File: src/rtl/htmin_pkg.sv
`default_nettype none

package htmin_pkg;

  // Window geometry: 8 look-ahead bytes plus the byte being decided
  localparam int WinDepth = 8;
  localparam int BufDepth = WinDepth + 1;
  localparam int FillW    = $clog2(BufDepth + 1);
  localparam int CfgIdxW  = 2;

  // Register indexes
  localparam logic [CfgIdxW-1:0] CfgRemoveComments = 2'd0;
  localparam logic [CfgIdxW-1:0] CfgOptimizeWs     = 2'd1;

  // Characters
  localparam logic [7:0] ChLt     = 8'h3C; // '<'
  localparam logic [7:0] ChGt     = 8'h3E; // '>'
  localparam logic [7:0] ChBang   = 8'h21; // '!'
  localparam logic [7:0] ChDash   = 8'h2D; // '-'
  localparam logic [7:0] ChQuot   = 8'h22; // '"'
  localparam logic [7:0] ChApos   = 8'h27; // '\''
  localparam logic [7:0] ChBslash = 8'h5C; // '\\'
  localparam logic [7:0] ChSpace  = 8'h20; // ' '

  // Markers, first character in the top byte
  localparam logic [31:0] MkCmtOpen  = "<!--";
  localparam logic [23:0] MkCmtClose = "-->";
  localparam logic [55:0] MkScript   = "<script";
  localparam logic [47:0] MkStyle    = "<style";
  localparam logic [71:0] MkEScript  = "</script>";
  localparam logic [63:0] MkEStyle   = "</style>";

  // One queued input transaction
  typedef struct packed {
    logic [7:0] data;
    logic       last;
  } htmin_item_t;

  function automatic logic is_ws(input logic [7:0] c);
    is_ws = (c == 8'h20) || (c == 8'h09) || (c == 8'h0A) ||
            (c == 8'h0B) || (c == 8'h0C) || (c == 8'h0D);
  endfunction

endpackage

`default_nettype wire

File: src/rtl/html_text_minifier_unit.sv
`default_nettype none

// Channel   Handshake                   Payload
// input     in_valid / in_ready         in_byte, in_last_byte
// result    out_item_valid / out_ready  out_byte, out_valid, out_end_of_text
// config    cfg_valid / cfg_ready       cfg_index, cfg_data
//
// A two-entry queue takes input bytes; the back end pops one when idle.
// A byte that only fills the look-ahead window is just stored; a decided byte
// goes through decide, then emits its result bytes one at a time (up to 4 for a comment marker).
// A flush decides and emits every window byte in turn, then sends the end item.
// Reset is synchronous, active low; no clearing pass. cfg_ready is always high.
// A stalled result register holds the back end; the queue keeps taking input until both entries are full.

module html_text_minifier_unit
  import htmin_pkg::*;
(
  input  wire logic               clk,
  input  wire logic               rst_n,
  input  wire logic               in_valid,
  output logic                    in_ready,
  input  wire logic [7:0]         in_byte,
  input  wire logic               in_last_byte,
  output logic                    out_item_valid,
  input  wire logic               out_ready,
  output logic [7:0]              out_byte,
  output logic                    out_valid,
  output logic                    out_end_of_text,
  input  wire logic               cfg_valid,
  output logic                    cfg_ready,
  input  wire logic [CfgIdxW-1:0] cfg_index,
  input  wire logic               cfg_data
);

  htmin_item_t q_item;
  logic        q_valid;
  logic        q_pop;

  assign cfg_ready = 1'b1;

  htmin_front u_front (
    .clk          (clk),
    .rst_n        (rst_n),
    .in_valid     (in_valid),
    .in_ready     (in_ready),
    .in_byte      (in_byte),
    .in_last_byte (in_last_byte),
    .q_valid      (q_valid),
    .q_item       (q_item),
    .q_pop        (q_pop)
  );

  htmin_back u_back (
    .clk             (clk),
    .rst_n           (rst_n),
    .cfg_we          (cfg_valid && cfg_ready),
    .cfg_index       (cfg_index),
    .cfg_data        (cfg_data),
    .q_valid         (q_valid),
    .q_item          (q_item),
    .q_pop           (q_pop),
    .out_item_valid  (out_item_valid),
    .out_ready       (out_ready),
    .out_byte        (out_byte),
    .out_valid       (out_valid),
    .out_end_of_text (out_end_of_text)
  );

endmodule

`default_nettype wire

File: src/rtl/htmin_front.sv
`default_nettype none

module htmin_front
  import htmin_pkg::*;
(
  input  wire logic        clk,
  input  wire logic        rst_n,
  input  wire logic        in_valid,
  output logic             in_ready,
  input  wire logic [7:0]  in_byte,
  input  wire logic        in_last_byte,
  output logic             q_valid,
  output htmin_item_t      q_item,
  input  wire logic        q_pop
);

  // Two-entry queue between input port and the window engine
  htmin_item_t q_mem_r [2];
  logic        wr_ptr_r;
  logic        rd_ptr_r;
  logic [1:0]  cnt_r;
  logic        push;

  assign in_ready = (cnt_r != 2'd2);
  assign push     = in_valid && in_ready;
  assign q_valid  = (cnt_r != 2'd0);
  assign q_item   = q_mem_r[rd_ptr_r];

  // Storage
  always_ff @(posedge clk) begin
    if (push) begin
      q_mem_r[wr_ptr_r] <= '{data: in_byte, last: in_last_byte};
    end
  end

  // Pointers and occupancy
  always_ff @(posedge clk) begin
    if (!rst_n) begin
      wr_ptr_r <= 1'b0;
      rd_ptr_r <= 1'b0;
      cnt_r    <= 2'd0;
    end else begin
      if (push) wr_ptr_r <= ~wr_ptr_r;
      if (q_pop && q_valid) rd_ptr_r <= ~rd_ptr_r;
      case ({push, q_pop && q_valid})
        2'b10:   cnt_r <= cnt_r + 2'd1;
        2'b01:   cnt_r <= cnt_r - 2'd1;
        default: cnt_r <= cnt_r;
      endcase
    end
  end

endmodule

`default_nettype wire

File: src/rtl/htmin_back.sv
`default_nettype none

module htmin_back
  import htmin_pkg::*;
(
  input  wire logic               clk,
  input  wire logic               rst_n,
  // config writes
  input  wire logic               cfg_we,
  input  wire logic [CfgIdxW-1:0] cfg_index,
  input  wire logic               cfg_data,
  // queue side
  input  wire logic               q_valid,
  input  wire htmin_item_t        q_item,
  output logic                    q_pop,
  // result side
  output logic                    out_item_valid,
  input  wire logic               out_ready,
  output logic [7:0]              out_byte,
  output logic                    out_valid,
  output logic                    out_end_of_text
);

  typedef enum logic [1:0] {S_IDLE, S_DECIDE, S_EMIT, S_END} state_t;

  state_t           state_r;
  logic [7:0]       buf_r [BufDepth];
  logic [FillW-1:0] fill_r;
  logic             flush_r;

  // text state
  logic [7:0] prev_r;
  logic       seen_r;
  logic [1:0] skip_r;
  logic       in_cmt_r, in_tag_r, in_quote_r, in_scr_r, in_sty_r;
  logic [7:0] qchar_r;
  logic       lws_r;
  logic [7:0] lsent_r;
  logic       any_sent_r;

  // registers
  logic rm_cmt_r, opt_ws_r;

  // emit sequencer and end-of-text hold
  logic [31:0] emit_sr_r;
  logic [2:0]  emit_cnt_r;
  logic        hold_vld_r;
  logic [7:0]  hold_byte_r;

  logic       out_item_valid_r, out_valid_r, out_eot_r;
  logic [7:0] out_byte_r;

  // decide results
  logic [1:0]  skip_nxt;
  logic        in_cmt_nxt, in_tag_nxt, in_quote_nxt, in_scr_nxt, in_sty_nxt;
  logic [7:0]  qchar_nxt;
  logic        lws_nxt;
  logic [7:0]  lsent_nxt;
  logic        any_sent_nxt;
  logic [31:0] emit_nxt;
  logic [2:0]  emit_len_nxt;

  logic [8*BufDepth-1:0] win_w;
  logic [7:0]            c;
  logic                  keep;
  logic m_open, m_close, m_script, m_style, m_escript, m_estyle;
  logic scr_v, sty_v;
  logic out_free;
  logic [FillW-1:0] fill_dec;

  assign out_item_valid  = out_item_valid_r;
  assign out_byte        = out_byte_r;
  assign out_valid       = out_valid_r;
  assign out_end_of_text = out_eot_r;

  assign out_free = !out_item_valid_r || out_ready;
  assign q_pop    = (state_r == S_IDLE) && q_valid;
  assign fill_dec = fill_r - FillW'(1);

  // Window as one word, oldest byte on top
  always_comb begin
    for (int i = 0; i < BufDepth; i++) begin
      win_w[8*(BufDepth-1-i) +: 8] = buf_r[i];
    end
  end

  assign c    = buf_r[0];
  assign keep = !rm_cmt_r;

  // Marker matches, only over bytes that are present
  assign m_open    = (fill_r >= FillW'(4)) && (win_w[8*BufDepth-1 -: 32] == MkCmtOpen);
  assign m_close   = (fill_r >= FillW'(3)) && (win_w[8*BufDepth-1 -: 24] == MkCmtClose);
  assign m_script  = (fill_r >= FillW'(7)) && (win_w[8*BufDepth-1 -: 56] == MkScript);
  assign m_style   = (fill_r >= FillW'(6)) && (win_w[8*BufDepth-1 -: 48] == MkStyle);
  assign m_escript = (fill_r >= FillW'(9)) && (win_w[8*BufDepth-1 -: 72] == MkEScript);
  assign m_estyle  = (fill_r >= FillW'(8)) && (win_w[8*BufDepth-1 -: 64] == MkEStyle);

  // Decision for the oldest window byte
  always_comb begin
    skip_nxt     = skip_r;
    in_cmt_nxt   = in_cmt_r;
    in_tag_nxt   = in_tag_r;
    in_quote_nxt = in_quote_r;
    in_scr_nxt   = in_scr_r;
    in_sty_nxt   = in_sty_r;
    qchar_nxt    = qchar_r;
    lws_nxt      = lws_r;
    emit_nxt     = {c, 24'd0};
    emit_len_nxt = 3'd0;
    scr_v        = in_scr_r;
    sty_v        = in_sty_r;

    if (skip_r != 2'd0) begin
      skip_nxt = skip_r - 2'd1;
    end else if (!in_quote_r && !in_cmt_r && m_open) begin
      emit_nxt     = MkCmtOpen;
      emit_len_nxt = keep ? 3'd4 : 3'd0;
      in_cmt_nxt   = 1'b1;
      skip_nxt     = 2'd3;
    end else if (in_cmt_r && m_close) begin
      emit_nxt     = {MkCmtClose, 8'd0};
      emit_len_nxt = keep ? 3'd3 : 3'd0;
      in_cmt_nxt   = 1'b0;
      skip_nxt     = 2'd2;
    end else if (in_cmt_r) begin
      emit_len_nxt = keep ? 3'd1 : 3'd0;
    end else begin
      // script / style body tracking
      if (!in_quote_r) begin
        if (m_script)       scr_v = 1'b1;
        else if (m_style)   sty_v = 1'b1;
        else if (m_escript) scr_v = 1'b0;
        else if (m_estyle)  sty_v = 1'b0;
      end
      in_scr_nxt = scr_v;
      in_sty_nxt = sty_v;

      if (scr_v || sty_v) begin
        emit_len_nxt = 3'd1;
      end else if (!in_quote_r && c == ChLt) begin
        in_tag_nxt   = 1'b1;
        emit_len_nxt = 3'd1;
        lws_nxt      = 1'b0;
      end else if (!in_quote_r && c == ChGt) begin
        in_tag_nxt   = 1'b0;
        emit_len_nxt = 3'd1;
        lws_nxt      = 1'b0;
      end else if (in_tag_r && !in_quote_r && (c == ChQuot || c == ChApos)) begin
        in_quote_nxt = 1'b1;
        qchar_nxt    = c;
        emit_len_nxt = 3'd1;
      end else if (in_quote_r && c == qchar_r && !(seen_r && prev_r == ChBslash)) begin
        in_quote_nxt = 1'b0;
        emit_len_nxt = 3'd1;
      end else if (in_quote_r) begin
        emit_len_nxt = 3'd1;
      end else if (!in_tag_r && is_ws(c)) begin
        if (!lws_r && any_sent_r && lsent_r != ChGt && opt_ws_r) begin
          emit_nxt     = {ChSpace, 24'd0};
          emit_len_nxt = 3'd1;
          lws_nxt      = 1'b1;
        end
      end else begin
        emit_len_nxt = 3'd1;
        lws_nxt      = 1'b0;
      end
    end

    // last byte sent follows the emitted string
    any_sent_nxt = any_sent_r || (emit_len_nxt != 3'd0);
    case (emit_len_nxt)
      3'd1:    lsent_nxt = emit_nxt[31:24];
      3'd3:    lsent_nxt = emit_nxt[15:8];
      3'd4:    lsent_nxt = emit_nxt[7:0];
      default: lsent_nxt = lsent_r;
    endcase
  end

  // Configuration registers
  always_ff @(posedge clk) begin
    if (!rst_n) begin
      rm_cmt_r <= 1'b1;
      opt_ws_r <= 1'b1;
    end else if (cfg_we) begin
      case (cfg_index)
        CfgRemoveComments: rm_cmt_r <= cfg_data;
        CfgOptimizeWs:     opt_ws_r <= cfg_data;
        default:           ;
      endcase
    end
  end

  // Window data
  always_ff @(posedge clk) begin
    if (q_pop) begin
      buf_r[fill_r] <= q_item.data;
    end else if (state_r == S_DECIDE) begin
      for (int i = 0; i < BufDepth - 1; i++) begin
        buf_r[i] <= buf_r[i+1];
      end
    end
  end

  // Sequencer, text state and result register
  always_ff @(posedge clk) begin
    if (!rst_n) begin
      state_r          <= S_IDLE;
      fill_r           <= '0;
      flush_r          <= 1'b0;
      prev_r           <= 8'd0;
      seen_r           <= 1'b0;
      skip_r           <= 2'd0;
      in_cmt_r         <= 1'b0;
      in_tag_r         <= 1'b0;
      in_quote_r       <= 1'b0;
      in_scr_r         <= 1'b0;
      in_sty_r         <= 1'b0;
      qchar_r          <= 8'd0;
      lws_r            <= 1'b0;
      lsent_r          <= 8'd0;
      any_sent_r       <= 1'b0;
      emit_cnt_r       <= 3'd0;
      hold_vld_r       <= 1'b0;
      out_item_valid_r <= 1'b0;
    end else begin
      if (out_item_valid_r && out_ready) out_item_valid_r <= 1'b0;

      case (state_r)
        S_IDLE: begin
          if (q_valid) begin
            fill_r <= fill_r + FillW'(1);
            if (q_item.last) begin
              flush_r <= 1'b1;
              state_r <= S_DECIDE;
            end else if (fill_r == FillW'(WinDepth)) begin
              state_r <= S_DECIDE;
            end
          end
        end

        S_DECIDE: begin
          skip_r     <= skip_nxt;
          in_cmt_r   <= in_cmt_nxt;
          in_tag_r   <= in_tag_nxt;
          in_quote_r <= in_quote_nxt;
          in_scr_r   <= in_scr_nxt;
          in_sty_r   <= in_sty_nxt;
          qchar_r    <= qchar_nxt;
          lws_r      <= lws_nxt;
          lsent_r    <= lsent_nxt;
          any_sent_r <= any_sent_nxt;
          prev_r     <= c;
          seen_r     <= 1'b1;
          fill_r     <= fill_dec;
          emit_sr_r  <= emit_nxt;
          emit_cnt_r <= emit_len_nxt;
          if (emit_len_nxt != 3'd0) begin
            state_r <= S_EMIT;
          end else if (!flush_r) begin
            state_r <= S_IDLE;
          end else if (fill_dec == '0) begin
            state_r <= S_END;
          end
        end

        S_EMIT: begin
          if (out_free) begin
            // during a flush one byte is held back to tag the end
            if (!flush_r || hold_vld_r) begin
              out_item_valid_r <= 1'b1;
              out_byte_r       <= flush_r ? hold_byte_r : emit_sr_r[31:24];
              out_valid_r      <= 1'b1;
              out_eot_r        <= 1'b0;
            end
            if (flush_r) begin
              hold_vld_r  <= 1'b1;
              hold_byte_r <= emit_sr_r[31:24];
            end
            emit_sr_r  <= {emit_sr_r[23:0], 8'd0};
            emit_cnt_r <= emit_cnt_r - 3'd1;
            if (emit_cnt_r == 3'd1) begin
              if (!flush_r) begin
                state_r <= S_IDLE;
              end else if (fill_r == '0) begin
                state_r <= S_END;
              end else begin
                state_r <= S_DECIDE;
              end
            end
          end
        end

        S_END: begin
          if (out_free) begin
            out_item_valid_r <= 1'b1;
            out_byte_r       <= hold_vld_r ? hold_byte_r : 8'd0;
            out_valid_r      <= hold_vld_r;
            out_eot_r        <= 1'b1;
            hold_vld_r       <= 1'b0;
            flush_r          <= 1'b0;
            fill_r           <= '0;
            prev_r           <= 8'd0;
            seen_r           <= 1'b0;
            skip_r           <= 2'd0;
            in_cmt_r         <= 1'b0;
            in_tag_r         <= 1'b0;
            in_quote_r       <= 1'b0;
            in_scr_r         <= 1'b0;
            in_sty_r         <= 1'b0;
            qchar_r          <= 8'd0;
            lws_r            <= 1'b0;
            lsent_r          <= 8'd0;
            any_sent_r       <= 1'b0;
            state_r          <= S_IDLE;
          end
        end

        default: state_r <= S_IDLE;
      endcase
    end
  end

endmodule

`default_nettype wire

File: config.mk
export PLATFORM = sky130hd
export DESIGN_NAME = html_text_minifier_unit
export DESIGN_NICKNAME = d
export VERILOG_FILES = /design/src/rtl/htmin_pkg.sv /design/src/rtl/html_text_minifier_unit.sv /design/src/rtl/htmin_front.sv /design/src/rtl/htmin_back.sv
export SDC_FILE = /design/constraint.sdc
export NUM_CORES = 1
export LEC_CHECK = 0
export ABC_AREA = 1
export BUFFER_PORTS_ARGS = -buffer_cell sky130_fd_sc_hd__buf_2
export CAP_MARGIN = 20
export CORE_MARGIN = 2
export CORE_UTILIZATION = 56
export DETAILED_ROUTE_END_ITERATION = 10
export GPL_TIMING_DRIVEN = 0
export PLACE_DENSITY = 0.87
export SKIP_CTS_REPAIR_TIMING = 1
export SLEW_MARGIN = 15
export SYNTH_ARGS = -nofsm -noshare
export SYNTH_HDL_FRONTEND = slang
export SYNTH_SLANG_ARGS = --single-unit
File: constraint.sdc
create_clock -name clk -period 2.2 [get_ports clk]
set_input_delay 0.22 -clock clk [delete_from_list [all_inputs] [get_ports clk]]
set_output_delay 0.22 -clock clk [all_outputs]
set_load 0.02 [all_outputs]
==> qor.txt <==
run status = finished, violations left
failing checks = negative setup slack
crit-path max cell delay = 0.30 ns
CTS tree = done
Pre-antenna DRT Iters = 9
CORE AREA = 0.0152 mm^2
share of cells above drive strength 1 = 0.218
number of DRC markers in iteration 0 = 963
max frequency = 0.424 GHz
critical path cell sequence = buf_2, nand2_2, inv_2, nand2_1, nand2_1, inv_1, o211ai_1, nor2_2, nand3_4, o21ai_4, a21oi_1
CTS Buffer Depth = 2
CTS H-tree depth = 4
Lkg Pwr = 4.16 nW
RSZ-0062 raised after global routing = true
most common cell after layout, fill and taps aside = nand2_1
Worst Hold Class = in -> reg
post-synthesis sequential area ratio = 0.549
CP max FO = 9
Die Wd = 129 um
CP bufs+invs = 3
fin. max-slew vios = 0
Total Die Area = 0.0166 mm^2
flops & latches, synth = 177
flop-to-flop setup slack = -0.16 ns
mean post-synth cell area = 8.79 um^2
global-route wire length before repair = 33500 um
Crit. End Element = flop
maximum vdd ir drop = 0.000890 V
Ys Warns = 0
# clock sinks = 177
fin util = 0.686
Routed WL = 23900 um
diodes inserted = 0
Fill cells = 1008
post-layout min period = 2.36 ns
Worst Skew = 0.0126 ns
Synth top area share = 0.428
Setup TNS = -1.04 ns
Synth async-reset ratio = 0
CP delay by family, top = simple AND/OR/NAND/NOR gates
type of the worst setup path = reg -> reg
Mapped Nets = 1016
NumNets Final = 1111
grt total ovfl = 0
All-Layer GR Usage = 0.263
vertical die dimension = 129 um
area grow syn2layout = 19.7%
RePlAce Congestion = 0.959
post-synth top area cell = edfxtp_1
drt drc = 0
required time of the critical path = 2.54 ns
post-detailed-route count of antenna-violating nets = 0
crit path max-delay cell type = dfxtp_1
io pins = 30
CP dominant cell by count = nand2_1
Netlist cell types = 47
vias in the first global route = 6825
EDFF count, synth = 124
design area = 0.0104 mm^2
Final WS setup = -0.161 ns
Cell Rows = 45
max-cap viol count = 0
clock-pin slew of the registers on the worst-case setup and hold paths = 0.07 ns
endpoints failing setup = 27
Num CTS Buffers = 17
Placed Area = 0.00913 mm^2
I/O Buffers = 27
worst slew pin tran = 0.866 ns
highest-count cells in the layout ignoring fill and taps = 224 x nand2_1, 124 x edfxtp_1, 108 x inv_1
Mapped Cells = 991
largest cells by area after synthesis = edfxtp_1 43%, dfxtp_1 12%, nand2_1 10%, inv_1 4.9%, nor2_1 4.5%
routed len/inst = 18.6 um
antenna violations before repair = 0
Cell Area, Synth = 0.00871 mm^2
power per cell area = 1360 mW/mm^2
Clk Latency, worst-skew pair = 0.45 ns
total power = 14.2 mW
drt via density = 6.04
Via Count = 7773
crit share post-route = 1.07
Final Hold Viols = 0
Relative slew margins = 0.423
Initial Utilization = 0.573
largest net degree at the start of global routing = 19
Root Buffer = clkbuf_16
data arrival time of the critical path = 2.70 ns
Startpoint Class = flop
HPWL reported at the end of detailed placement = 15200 um
main flop type after synthesis = edfxtp_1
[flip-flops by register name, indices dropped and copies added, names as in the netlist, 2 cells and up, named ones only]
signal / count
u_back.lsent_r: 8
u_back.state_r: 2
u_back.skip_r: 2
u_back.prev_r: 8
u_back.emit_sr_r: 16
u_back.fill_r: 4
u_back.hold_byte_r: 8
u_front.cnt_r: 2
u_back.qchar_r: 8
u_front.q_mem_r: 18
u_back.out_byte: 8
u_back.emit_cnt_r: 3
u_back.buf_r: 72
[worst min-delay path, cell delays in order]
cell and delay [ns]:
buf_2 0.10, inv_1 0.06, o21ai_0 0.08
[logic make-up (layout without fill, tap and decap cells)]
kind of cell	after synthesis	in the layout	share of synthesized area
and+or+nand+nor	490	490	0.262
DFF	177	177	0.549
buffers and inverters	156	264	0.0708
AOI/OAI and AO/OA	155	155	0.102
adders and majority gates	8	8	0.0115
xor gates and xnor gates	4	4	0.00402
other	1	1	0.000431
[report_power, final]
group / switching (mW) / internal, mW / leakage, nW
clock: 1.42 / 1.48 / 0.265
combinational: 3.95 / 1.77 / 2.31
sequential: 0.602 / 4.93 / 1.59
total: 5.98 / 8.19 / 4.16
[worst paths after layout]
path	endpoint	cells after the start	from
max	u_back.qchar_r[0]	11	u_back.state_r[0]
min	u_back.opt_ws_r	3	cfg_data
max reg2reg	u_back.qchar_r[0]	11	u_back.state_r[0]
min reg2reg	u_back.hold_byte_r[7]	0	u_back.emit_sr_r[31]
[Yosys cell counts (all sizes together) (2+ instances only)]
library cell	instances
nand4	27
o211ai	2
a31oi	2
nor4	7
edfxtp	124
nand2	258
nand3	62
inv	123
nor2	115
xnor2	3
o22ai	5
a211oi	10
nor3	20
o31ai	3
dfxtp	53
a21oi	61
buf	12
clkbuf	19
ha	8
clkinv	2
o21ai	69
[metal layers]
metal  track usage  vias up  wire [um]
met1         0.337     3605       8770
met5             0        -          0
li1              -     3513          -
met3        0.0582      124       2430
met2         0.427      531      11700
met4         0.125        0       1050
[stage by stage]
stage | hold slack [ns] | std cells | worst slack, ns
floorplan | 0.319 | 991 | -0.0347
global placement | 0.408 | 1206 | -0.699
detailed placement | 0.411 | 1212 | -0.685
CTS | -0.0464 | 1244 | -0.687
global route | 0.0569 | 1287 | -0.217
finish | 0.0585 | 1287 | -0.161
[area by class of cell]
type,count,area [um^2],share of cell area
Tap cell,188,235,0.0226
Inverter,125,485,0.0466
Clock buffer,18,429,0.0412
Clock inverter,14,133,0.0127
Buffer,31,158,0.0151
Sequential cell,177,4790,0.460
Multi-Input combinational cell,658,3670,0.352
Timing Repair Buffer,76,523,0.0502
No activity file was read; power rests on OpenSTA's default activity.
